### config.mk
export PLATFORM = sky130hd
export DESIGN_NAME = sam_line_alignment_stats_unit
export DESIGN_NICKNAME = d
export VERILOG_FILES = /design/src/hw/rtl/samls_pkg.sv /design/src/hw/rtl/sam_line_alignment_stats_unit.sv /design/src/hw/rtl/samls_line_state.sv
export SDC_FILE = /design/constraint.sdc
export NUM_CORES = 2
export LEC_CHECK = 0
export ABC_AREA = 1
export BUFFER_PORTS_ARGS = -buffer_cell sky130_fd_sc_hd__buf_2
export CAP_MARGIN = 30
export CORE_MARGIN = 10
export CORE_UTILIZATION = 50
export DETAILED_ROUTE_END_ITERATION = 10
export PLACE_DENSITY = 0.76
export RECOVER_POWER = 50
export SYNTH_ARGS = -nofsm -noshare
export SYNTH_HDL_FRONTEND = slang
export SYNTH_SLANG_ARGS = --single-unit
### constraint.sdc
create_clock -name clk_i -period 16.1 [get_ports clk_i]
set_input_delay 0.805 -clock clk_i [delete_from_list [all_inputs] [get_ports clk_i]]
set_output_delay 0.805 -clock clk_i [all_outputs]
set_load 0.02 [all_outputs]
### src/hw/rtl/samls_pkg.sv
// Shared types, character codes and helpers for the SAM line statistics unit.
// No dependencies; imported by samls_line_state and the top level.
`default_nettype none

package samls_pkg;

  localparam logic [7:0] CHAR_AT    = 8'h40;
  localparam logic [7:0] CHAR_STAR  = 8'h2A;
  localparam logic [7:0] CHAR_EQ    = 8'h3D;
  localparam logic [7:0] CHAR_M     = 8'h4D;
  localparam logic [7:0] CHAR_X     = 8'h58;
  localparam logic [7:0] CHAR_I     = 8'h49;
  localparam logic [7:0] CHAR_D     = 8'h44;
  localparam logic [7:0] CHAR_S     = 8'h53;
  localparam logic [7:0] CHAR_TAB   = 8'h09;
  localparam logic [7:0] CHAR_NL    = 8'h0A;
  localparam logic [7:0] CHAR_SPACE = 8'h20;
  localparam logic [7:0] CHAR_ZERO  = 8'h30;
  localparam logic [7:0] CHAR_NINE  = 8'h39;

  localparam logic [3:0] FIELD_FLAG  = 4'd1;
  localparam logic [3:0] FIELD_POS   = 4'd3;
  localparam logic [3:0] FIELD_MAPQ  = 4'd4;
  localparam logic [3:0] FIELD_CIGAR = 4'd5;
  localparam logic [3:0] FIELD_SEQ   = 4'd9;
  localparam logic [3:0] FIELD_QUAL  = 4'd10;
  localparam logic [3:0] FIELD_LAST  = 4'd15;

  localparam logic [31:0] SAT32 = 32'hFFFF_FFFF;
  localparam logic [39:0] SAT40 = 40'hFF_FFFF_FFFF;
  localparam logic [15:0] SAT16 = 16'hFFFF;
  localparam logic [7:0]  SAT8  = 8'hFF;

  localparam logic [7:0] QUAL_OFFSET_RESET = 8'd33;

  localparam int unsigned CNT_KINDS = 4;

  typedef enum logic [2:0] {
    OP_MATCH = 3'd0,
    OP_MISM  = 3'd1,
    OP_INS   = 3'd2,
    OP_DEL   = 3'd3,
    OP_SOFT  = 3'd4,
    OP_NONE  = 3'd5
  } cigar_op_e;

  typedef struct packed {
    logic        is_header;
    logic [15:0] flag;
    logic [31:0] start;
    logic [7:0]  mapq;
    logic [31:0] rl_sum;
    logic [31:0] al_sum;
    logic [31:0] match;
    logic [31:0] mism;
    logic [31:0] ins;
    logic [31:0] del;
    logic [31:0] seq_len;
    logic        seq_absent;
    logic [39:0] quality;
  } line_stats_t;

  function automatic logic [31:0] sat_add32(input logic [31:0] a, input logic [31:0] b);
    logic [32:0] s;
    s = {1'b0, a} + {1'b0, b};
    return s[32] ? SAT32 : s[31:0];
  endfunction

  function automatic cigar_op_e decode_op(input logic [7:0] c);
    cigar_op_e op;
    unique case (c)
      CHAR_EQ, CHAR_M: op = OP_MATCH;
      CHAR_X:          op = OP_MISM;
      CHAR_I:          op = OP_INS;
      CHAR_D:          op = OP_DEL;
      CHAR_S:          op = OP_SOFT;
      default:         op = OP_NONE;
    endcase
    return op;
  endfunction

endpackage

`default_nettype wire

### src/hw/rtl/sam_line_alignment_stats_unit.sv
// Top level of the SAM line statistics unit: handshakes, offset register, result register.
// Depends on samls_pkg and samls_line_state.
//
// Usage:
//   Input channel (in_valid_i/in_ready_o, text_byte_i) takes one character of
//   tab-separated SAM text per item; a newline closes the line.
//   Output channel (out_valid_o/out_ready_i) gives one record per newline:
//   flag, zero-based start and end, mapping quality, read and aligned length,
//   CIGAR counts and quality sum. Header lines ('@') give is_header_o only.
//   cfg_we_i/cfg_data_i write the quality offset; write it only while idle.
// Timing:
//   One byte per cycle unless a newline is held off. The record for a line is valid in the
//   cycle after its newline is accepted and is held in one result register.
// Stall:
//   While a record waits on out_ready_i, non-newline bytes keep flowing into
//   the parser; a newline is held off until the result register frees.
// Reset:
//   Quality offset returns to 33, line state clears, the output goes empty.
`default_nettype none

module sam_line_alignment_stats_unit
  import samls_pkg::*;
(
  input  wire logic        clk_i,
  input  wire logic        rst_ni,
  input  wire logic        cfg_we_i,
  input  wire logic [7:0]  cfg_data_i,
  input  wire logic        in_valid_i,
  output logic             in_ready_o,
  input  wire logic [7:0]  text_byte_i,
  output logic             out_valid_o,
  input  wire logic        out_ready_i,
  output logic             is_header_o,
  output logic [15:0]      flag_bits_o,
  output logic [31:0]      ref_start_o,
  output logic [7:0]       map_quality_o,
  output logic [31:0]      ref_end_o,
  output logic [31:0]      read_length_o,
  output logic [31:0]      aligned_length_o,
  output logic [31:0]      match_count_o,
  output logic [31:0]      mismatch_count_o,
  output logic [31:0]      insert_count_o,
  output logic [31:0]      delete_count_o,
  output logic [39:0]      quality_sum_o
);

  logic [7:0]  qual_offset_q;
  logic        out_valid_q, out_valid_d;
  logic        fire;
  logic        nl_fire;
  line_stats_t stats;

  logic [32:0] end_sum;
  logic [31:0] end_val;
  logic [31:0] rl_val;

  logic        is_header_q;
  logic [15:0] flag_q;
  logic [31:0] start_q;
  logic [7:0]  mapq_q;
  logic [31:0] end_q;
  logic [31:0] rl_q;
  logic [31:0] al_q;
  logic [31:0] match_q;
  logic [31:0] mism_q;
  logic [31:0] ins_q;
  logic [31:0] del_q;
  logic [39:0] qsum_q;

  assign in_ready_o = !out_valid_q || out_ready_i || (text_byte_i != CHAR_NL);
  assign fire       = in_valid_i && in_ready_o;
  assign nl_fire    = fire && (text_byte_i == CHAR_NL);

  samls_line_state u_line_state (
    .clk_i         (clk_i),
    .rst_ni        (rst_ni),
    .fire_i        (fire),
    .byte_i        (text_byte_i),
    .qual_offset_i (qual_offset_q),
    .stats_o       (stats)
  );

  assign end_sum = {1'b0, stats.start} + {1'b0, stats.al_sum} - 33'd1;
  assign end_val = (stats.al_sum == 32'd0) ? stats.start :
                   end_sum[32] ? SAT32 : end_sum[31:0];
  assign rl_val  = (stats.rl_sum == 32'd0 && !stats.seq_absent) ? stats.seq_len
                                                               : stats.rl_sum;

  assign out_valid_d = nl_fire ? 1'b1 : (out_ready_i ? 1'b0 : out_valid_q);

  always_ff @(posedge clk_i or negedge rst_ni) begin
    if (!rst_ni) begin
      qual_offset_q <= QUAL_OFFSET_RESET;
      out_valid_q   <= 1'b0;
    end else begin
      if (cfg_we_i) qual_offset_q <= cfg_data_i;
      out_valid_q <= out_valid_d;
    end
  end

  always_ff @(posedge clk_i) begin
    if (nl_fire) begin
      if (stats.is_header) begin
        is_header_q <= 1'b1;
        flag_q      <= '0;
        start_q     <= '0;
        mapq_q      <= '0;
        end_q       <= '0;
        rl_q        <= '0;
        al_q        <= '0;
        match_q     <= '0;
        mism_q      <= '0;
        ins_q       <= '0;
        del_q       <= '0;
        qsum_q      <= '0;
      end else begin
        is_header_q <= 1'b0;
        flag_q      <= stats.flag;
        start_q     <= stats.start;
        mapq_q      <= stats.mapq;
        end_q       <= end_val;
        rl_q        <= rl_val;
        al_q        <= stats.al_sum;
        match_q     <= stats.match;
        mism_q      <= stats.mism;
        ins_q       <= stats.ins;
        del_q       <= stats.del;
        qsum_q      <= stats.seq_absent ? 40'd0 : stats.quality;
      end
    end
  end

  assign out_valid_o      = out_valid_q;
  assign is_header_o      = is_header_q;
  assign flag_bits_o      = flag_q;
  assign ref_start_o      = start_q;
  assign map_quality_o    = mapq_q;
  assign ref_end_o        = end_q;
  assign read_length_o    = rl_q;
  assign aligned_length_o = al_q;
  assign match_count_o    = match_q;
  assign mismatch_count_o = mism_q;
  assign insert_count_o   = ins_q;
  assign delete_count_o   = del_q;
  assign quality_sum_o    = qsum_q;

  a_nl_gives_item: assert property (@(posedge clk_i) disable iff (!rst_ni)
    nl_fire |=> out_valid_o)
    else $error("newline accepted without a result item");

  a_header_clean: assert property (@(posedge clk_i) disable iff (!rst_ni)
    (out_valid_o && is_header_o) |->
      (flag_bits_o == 16'd0 && ref_end_o == 32'd0 && quality_sum_o == 40'd0))
    else $error("header item carries nonzero fields");

  a_end_after_start: assert property (@(posedge clk_i) disable iff (!rst_ni)
    (out_valid_o && !is_header_o) |-> (ref_end_o >= ref_start_o))
    else $error("end position before start position");

  a_aligned_covers_match: assert property (@(posedge clk_i) disable iff (!rst_ni)
    out_valid_o |-> (aligned_length_o >= match_count_o))
    else $error("aligned length below match count");

endmodule

`default_nettype wire

### src/hw/rtl/samls_line_state.sv
// Per-line parser state: field tracking, decimal and CIGAR accumulation, quality sum.
// Depends on samls_pkg; presents field-closed line totals to the top level.
`default_nettype none

module samls_line_state
  import samls_pkg::*;
(
  input  wire logic        clk_i,
  input  wire logic        rst_ni,
  input  wire logic        fire_i,
  input  wire logic [7:0]  byte_i,
  input  wire logic [7:0]  qual_offset_i,
  output line_stats_t      stats_o
);

  logic [3:0]  field_q, field_d;
  logic        line_start_q, line_start_d;
  logic        header_q, header_d;
  logic [31:0] acc_q, acc_d;
  logic [15:0] flag_q, flag_d;
  logic [31:0] start_q, start_d;
  logic [7:0]  mapq_q, mapq_d;
  logic [31:0] cnt_q [CNT_KINDS];
  logic [31:0] cnt_d [CNT_KINDS];
  logic [31:0] rl_q, rl_d;
  logic [31:0] al_q, al_d;
  logic [31:0] seq_len_q, seq_len_d;
  logic        seq_absent_q, seq_absent_d;
  logic [39:0] qacc_q, qacc_d;
  logic        qfs_q, qfs_d;

  logic        header_now;
  logic        is_digit;
  logic [35:0] acc_wide;
  logic [31:0] digit_acc;
  logic [15:0] flag_close;
  logic [31:0] start_close;
  logic [7:0]  mapq_close;
  logic [39:0] qual_close;
  logic [8:0]  q_diff;
  logic [7:0]  q_val;
  logic [40:0] q_sum;
  cigar_op_e   op;

  assign header_now = header_q | (line_start_q & (byte_i == CHAR_AT));
  assign is_digit   = (byte_i >= CHAR_ZERO) && (byte_i <= CHAR_NINE);
  assign acc_wide   = {1'b0, acc_q, 3'b000} + {3'b000, acc_q, 1'b0}
                    + {32'd0, byte_i[3:0]};
  assign digit_acc  = (acc_wide[35:32] != 4'd0) ? SAT32 : acc_wide[31:0];

  assign flag_close  = (field_q != FIELD_FLAG) ? flag_q :
                       (acc_q[31:16] != 16'd0) ? SAT16 : acc_q[15:0];
  assign start_close = (field_q != FIELD_POS) ? start_q :
                       acc_q - {31'd0, (acc_q != 32'd0)};
  assign mapq_close  = (field_q != FIELD_MAPQ) ? mapq_q :
                       (acc_q[31:8] != 24'd0) ? SAT8 : acc_q[7:0];
  assign qual_close  = ((field_q == FIELD_QUAL) && (acc_q == 32'd1) && qfs_q) ? 40'd0 : qacc_q;

  assign q_diff = {1'b0, byte_i} - {1'b0, qual_offset_i};
  assign q_val  = q_diff[8] ? 8'd0 : q_diff[7:0];
  assign q_sum  = {1'b0, qacc_q} + {33'd0, q_val};
  assign op     = decode_op(byte_i);

  always_comb begin
    field_d      = field_q;
    line_start_d = line_start_q;
    header_d     = header_q;
    acc_d        = acc_q;
    flag_d       = flag_q;
    start_d      = start_q;
    mapq_d       = mapq_q;
    cnt_d        = cnt_q;
    rl_d         = rl_q;
    al_d         = al_q;
    seq_len_d    = seq_len_q;
    seq_absent_d = seq_absent_q;
    qacc_d       = qacc_q;
    qfs_d        = qfs_q;
    if (fire_i) begin
      if (byte_i == CHAR_NL) begin
        field_d      = '0;
        line_start_d = 1'b1;
        header_d     = 1'b0;
        acc_d        = '0;
        flag_d       = '0;
        start_d      = '0;
        mapq_d       = '0;
        for (int k = 0; k < CNT_KINDS; k++) begin
          cnt_d[k] = '0;
        end
        rl_d         = '0;
        al_d         = '0;
        seq_len_d    = '0;
        seq_absent_d = 1'b0;
        qacc_d       = '0;
        qfs_d        = 1'b0;
      end else begin
        line_start_d = 1'b0;
        header_d     = header_now;
        if (!header_now) begin
          if (byte_i == CHAR_TAB) begin
            flag_d  = flag_close;
            start_d = start_close;
            mapq_d  = mapq_close;
            qacc_d  = qual_close;
            acc_d   = '0;
            qfs_d   = 1'b0;
            field_d = (field_q == FIELD_LAST) ? FIELD_LAST : field_q + 4'd1;
          end else begin
            unique case (field_q)
              FIELD_FLAG, FIELD_POS, FIELD_MAPQ: begin
                if (is_digit) acc_d = digit_acc;
              end
              FIELD_CIGAR: begin
                if (is_digit) begin
                  acc_d = digit_acc;
                end else if (byte_i > CHAR_SPACE) begin
                  acc_d = '0;
                  if (op == OP_MATCH || op == OP_MISM || op == OP_INS || op == OP_DEL) begin
                    cnt_d[op[1:0]] = sat_add32(cnt_q[op[1:0]], acc_q);
                  end
                  if (op == OP_MATCH || op == OP_MISM || op == OP_INS || op == OP_SOFT) begin
                    rl_d = sat_add32(rl_q, acc_q);
                  end
                  if (op == OP_MATCH || op == OP_MISM || op == OP_DEL) begin
                    al_d = sat_add32(al_q, acc_q);
                  end
                end
              end
              FIELD_SEQ: begin
                if (seq_len_q == 32'd0 && byte_i == CHAR_STAR) seq_absent_d = 1'b1;
                seq_len_d = sat_add32(seq_len_q, 32'd1);
              end
              FIELD_QUAL: begin
                if (acc_q == 32'd0 && byte_i == CHAR_STAR) qfs_d = 1'b1;
                qacc_d = q_sum[40] ? SAT40 : q_sum[39:0];
                acc_d  = sat_add32(acc_q, 32'd1);
              end
              default: begin
              end
            endcase
          end
        end
      end
    end
  end

  always_ff @(posedge clk_i or negedge rst_ni) begin
    if (!rst_ni) begin
      field_q      <= '0;
      line_start_q <= 1'b1;
      header_q     <= 1'b0;
      acc_q        <= '0;
      flag_q       <= '0;
      start_q      <= '0;
      mapq_q       <= '0;
      for (int k = 0; k < CNT_KINDS; k++) begin
        cnt_q[k] <= '0;
      end
      rl_q         <= '0;
      al_q         <= '0;
      seq_len_q    <= '0;
      seq_absent_q <= 1'b0;
      qacc_q       <= '0;
      qfs_q        <= 1'b0;
    end else begin
      field_q      <= field_d;
      line_start_q <= line_start_d;
      header_q     <= header_d;
      acc_q        <= acc_d;
      flag_q       <= flag_d;
      start_q      <= start_d;
      mapq_q       <= mapq_d;
      cnt_q        <= cnt_d;
      rl_q         <= rl_d;
      al_q         <= al_d;
      seq_len_q    <= seq_len_d;
      seq_absent_q <= seq_absent_d;
      qacc_q       <= qacc_d;
      qfs_q        <= qfs_d;
    end
  end

  always_comb begin
    stats_o            = '0;
    stats_o.is_header  = header_q;
    stats_o.flag       = flag_close;
    stats_o.start      = start_close;
    stats_o.mapq       = mapq_close;
    stats_o.rl_sum     = rl_q;
    stats_o.al_sum     = al_q;
    stats_o.match      = cnt_q[2'(OP_MATCH)];
    stats_o.mism       = cnt_q[2'(OP_MISM)];
    stats_o.ins        = cnt_q[2'(OP_INS)];
    stats_o.del        = cnt_q[2'(OP_DEL)];
    stats_o.seq_len    = seq_len_q;
    stats_o.seq_absent = seq_absent_q;
    stats_o.quality    = qual_close;
  end

endmodule

`default_nettype wire

==> results.cfg <==
[outcome]
status = finished with violations
violations = max-capacitance violations, max-slew violations

[floorplanning]
start_util_pct = 50.4
die_h_um = 319
die_area_mm2 = 0.102
placementRows = 109
ios = 344
core_area_mm2 = 0.0885
die_w_um = 319

[sta]
fin_crit_sh_pct = 55.4
rsz0062_at_grt = false
hold_violations = 0
finalClockSkew_ns = 0.0446
setup_viol = 0
setup_tns_ns = 0
fin_crit_ns = 8.92
fmax_mhz = 112
slew_viol_final = 667
worst_pin_slew_ns = 5.22
max_slew_margin_pct = -248

[layout]
area_delta_synth_final_pct = 11.5
num-nets-final = 6547
final_layout_size_suffix_gt1_share_pct = 4.31
utilization_pct = 56.2
final.fill_count = 8637

[grt]
grt_max_degree = 89
grt_usage_pct = 30.1
grt_first_pass_wirelength_mm = 242
grt_overflow_total = 0
first_global_vias = 40500
antenna_found_initial = 4

[setup_path]
cp_data_arrival_time_ns = 9.29
crit_path_start_kind = primary input
cp.required_ns = 16.46
path_max_fanout = 88
critPathCaptureType = flop
critPathKind = in -> reg

[yosys]
synth_most_common_cell = nand2_1
syn_inst = 5972
synthArstFlopShare_pct = 53.5
netlist_top_cells_area = edfxtp_1, dfrtp_1, nand2_1
ys_seq_area_share_pct = 42.3
synth.top_cell.area_share_pct = 21.6
synth_cell_types = 62
netlist_top_cells_count = nand2_1, inv_1, nor2_1
synth_edf_count = 321
avgSynthCellArea_um2 = 7.47
synth_nets = 6247
yosysTopAreaCell = edfxtp_1
syn_area_mm2 = 0.0446
synth_seq_cells = 690
yosysWarnings = 0
synthFlopType = dfrtp_1

[route]
viasPerCell = 5.67
finalWirelength_mm = 158
vias = 42500
drtIter0Drc = 4560
wl_per_cell_um = 21.1
drtPass1Iterations = 6
drc = 0
ant_nets = 0

[pwr]
p_per_area_mw_per_mm2 = 152
ir_worst_vdd_mv = 0.0947
leakage_nw = 23.9

[clock_tree]
cts_setup_buffers = 0
insertion_delay_ns = 0.69
holdBufCountCts = 0
cts_resized = 0
clkTransAtPathRegs_ns = 0.06
cts.path.max_buffers = 3
cts_tree = yes
cts_made_buffers = 76
htree_num_levels = 3
clock-sinks = 690
clock_tree.root_cell = clkbuf_16

[placement]
dp_hpwl_mm = 116
gp_congestion = 0.981
port_buffers = 343

[min_path]
hold_path_class = in -> reg

[run]
cap_violations = 11
==> cells by family after synthesis <==
family	after synthesis	share of synthesized area, %
flip-flops	690	42.3
adder cells (fa/ha/maj)	254	7.26
AND/OR/NAND/NOR	2943	27.1
multiplexers	1	0.0252
AO/OA/AOI/OAI	946	11.7
buffers and inverters	979	8.54
XOR/XNOR	159	3.12
==> worst paths after layout <==
check	from	end	slack (ns)	depth (start not counted)
setup / recovery	text_byte_i[3]	ref_start_o[19]	7.18	14
hold / removal	cfg_data_i[3]	qual_offset_q[3]	0.32	3
setup reg to reg	u_line_state.header_q	delete_count_o[10]	9.35	3
hold reg to reg	u_line_state.start_q[23]	u_line_state.start_q[23]	0.48	2
max in group asynchronous	rst_ni	u_line_state.stats_o[120]	8.11	3
min in group asynchronous	rst_ni	u_line_state.qacc_q[19]	2.04	1
==> area by class of cell <==
type / count / area [um2] / share of cell area [%]
repair buffers: 426 / 2040 / 4.11
clock buffers: 105 / 2120 / 4.26
well taps: 1165 / 1460 / 2.93
inverters: 775 / 2920 / 5.86
multi-input cells: 4303 / 22000 / 44.2
clock inverters: 35 / 350 / 0.704
flip-flops and latches: 690 / 18900 / 37.9
diodes: 2 / 5.00 / 0.0101
==> report_power, final <==
group | switching (mW) | internal [mW] | total (mW)
clock network | 0.781 | 0.983 | 1.76
registers | 0.167 | 1.98 | 2.15
logic | 2.52 | 1.12 | 3.65
==> state kept, by name (all words and copies together) (netlist names), 4 cells and up <==
register	count
aligned_length_o	32
read_length_o	32
u_line_state.mapq_q	8
map_quality_o	8
u_line_state.seq_len_q	32
u_line_state.qacc_q	40
u_line_state.start_q	32
ref_start_o	32
mismatch_count_o	32
match_count_o	32
insert_count_o	32
delete_count_o	32
u_line_state.rl_q	32
u_line_state.field_q	4
ref_end_o	32
flag_bits_o	16
u_line_state.flag_q	16
u_line_state.stats_o	128
u_line_state.al_q	32
qual_offset_q	8
quality_sum_o	40
u_line_state.acc_q	32
==> metal layers <==
| metal | part of all wire [%] | wire length (um) | vias to the layer above | track usage, % |
|---|---|---|---|---|
| met5 | 0.0082 | 13 | - | 0 |
| met2 | 46 | 72900 | 1866 | 48.8 |
| met3 | 7.9 | 12600 | 361 | 4.89 |
| li1 | - | - | 20100 | - |
| met1 | 42 | 66900 | 20100 | 40.1 |
| met4 | 3.8 | 6010 | 2 | 11.5 |
==> critical path, stage by stage <==
cell and delay (ns):
clkbuf_1 0.46, nand2_1 0.20, nor3_1 0.27, nand2_1 0.35
clkinvlp_2 0.89, nand3_1 0.43, nand2_1 0.29, inv_1 0.10
nand2_1 0.16, clkinvlp_2 3.07, buf_4 1.28, buf_16 0.27
buf_4 0.28, buf_16 0.24
==> cell usage in the layout (no fill, tap or decap), types with 16 or more instances in the layout <==
| cell | synthesis | final |
|---|---|---|
| a21o_1 | 22 | 22 |
| a21oi_1 | 289 | 287 |
| a31oi_1 | 16 | 16 |
| buf_2 | 64 | 19 |
| buf_4 | 1 | 62 |
| clkbuf_1 | 128 | 354 |
| clkbuf_16 | 0 | 77 |
| dfrtp_1 | 366 | 366 |
| edfxtp_1 | 321 | 321 |
| ha_1 | 246 | 246 |
| inv_1 | 758 | 756 |
| nand2_1 | 1677 | 1676 |
| nand3_1 | 324 | 325 |
| nand4_1 | 66 | 66 |
| nor2_1 | 656 | 651 |
| nor3_1 | 136 | 135 |
| nor4_1 | 30 | 30 |
| o21a_1 | 24 | 24 |
| o21ai_0 | 407 | 407 |
| o21ai_1 | 20 | 20 |
| o21bai_1 | 25 | 25 |
| o22ai_1 | 87 | 87 |
| o31ai_1 | 23 | 23 |
| xnor2_1 | 58 | 58 |
| xor2_1 | 101 | 101 |
==> metrics by stage <==
stage,total power [mW],instance area (um2),hold WS (ns),worst slack (ns),std cells
6_report,7.56,49800,0.321,7.18,7501
5_1_grt,8.04,49800,0.332,6.52,7499
4_1_cts,7.49,50200,0.152,9.68,7496
3_5_place_dp,5.71,47700,0.469,9.74,7356
3_3_place_gp,5.69,47500,0.460,9.78,7342
2_1_floorplan,4.60,44600,0.423,7.62,5972
(Power assumes the default switching activity.)
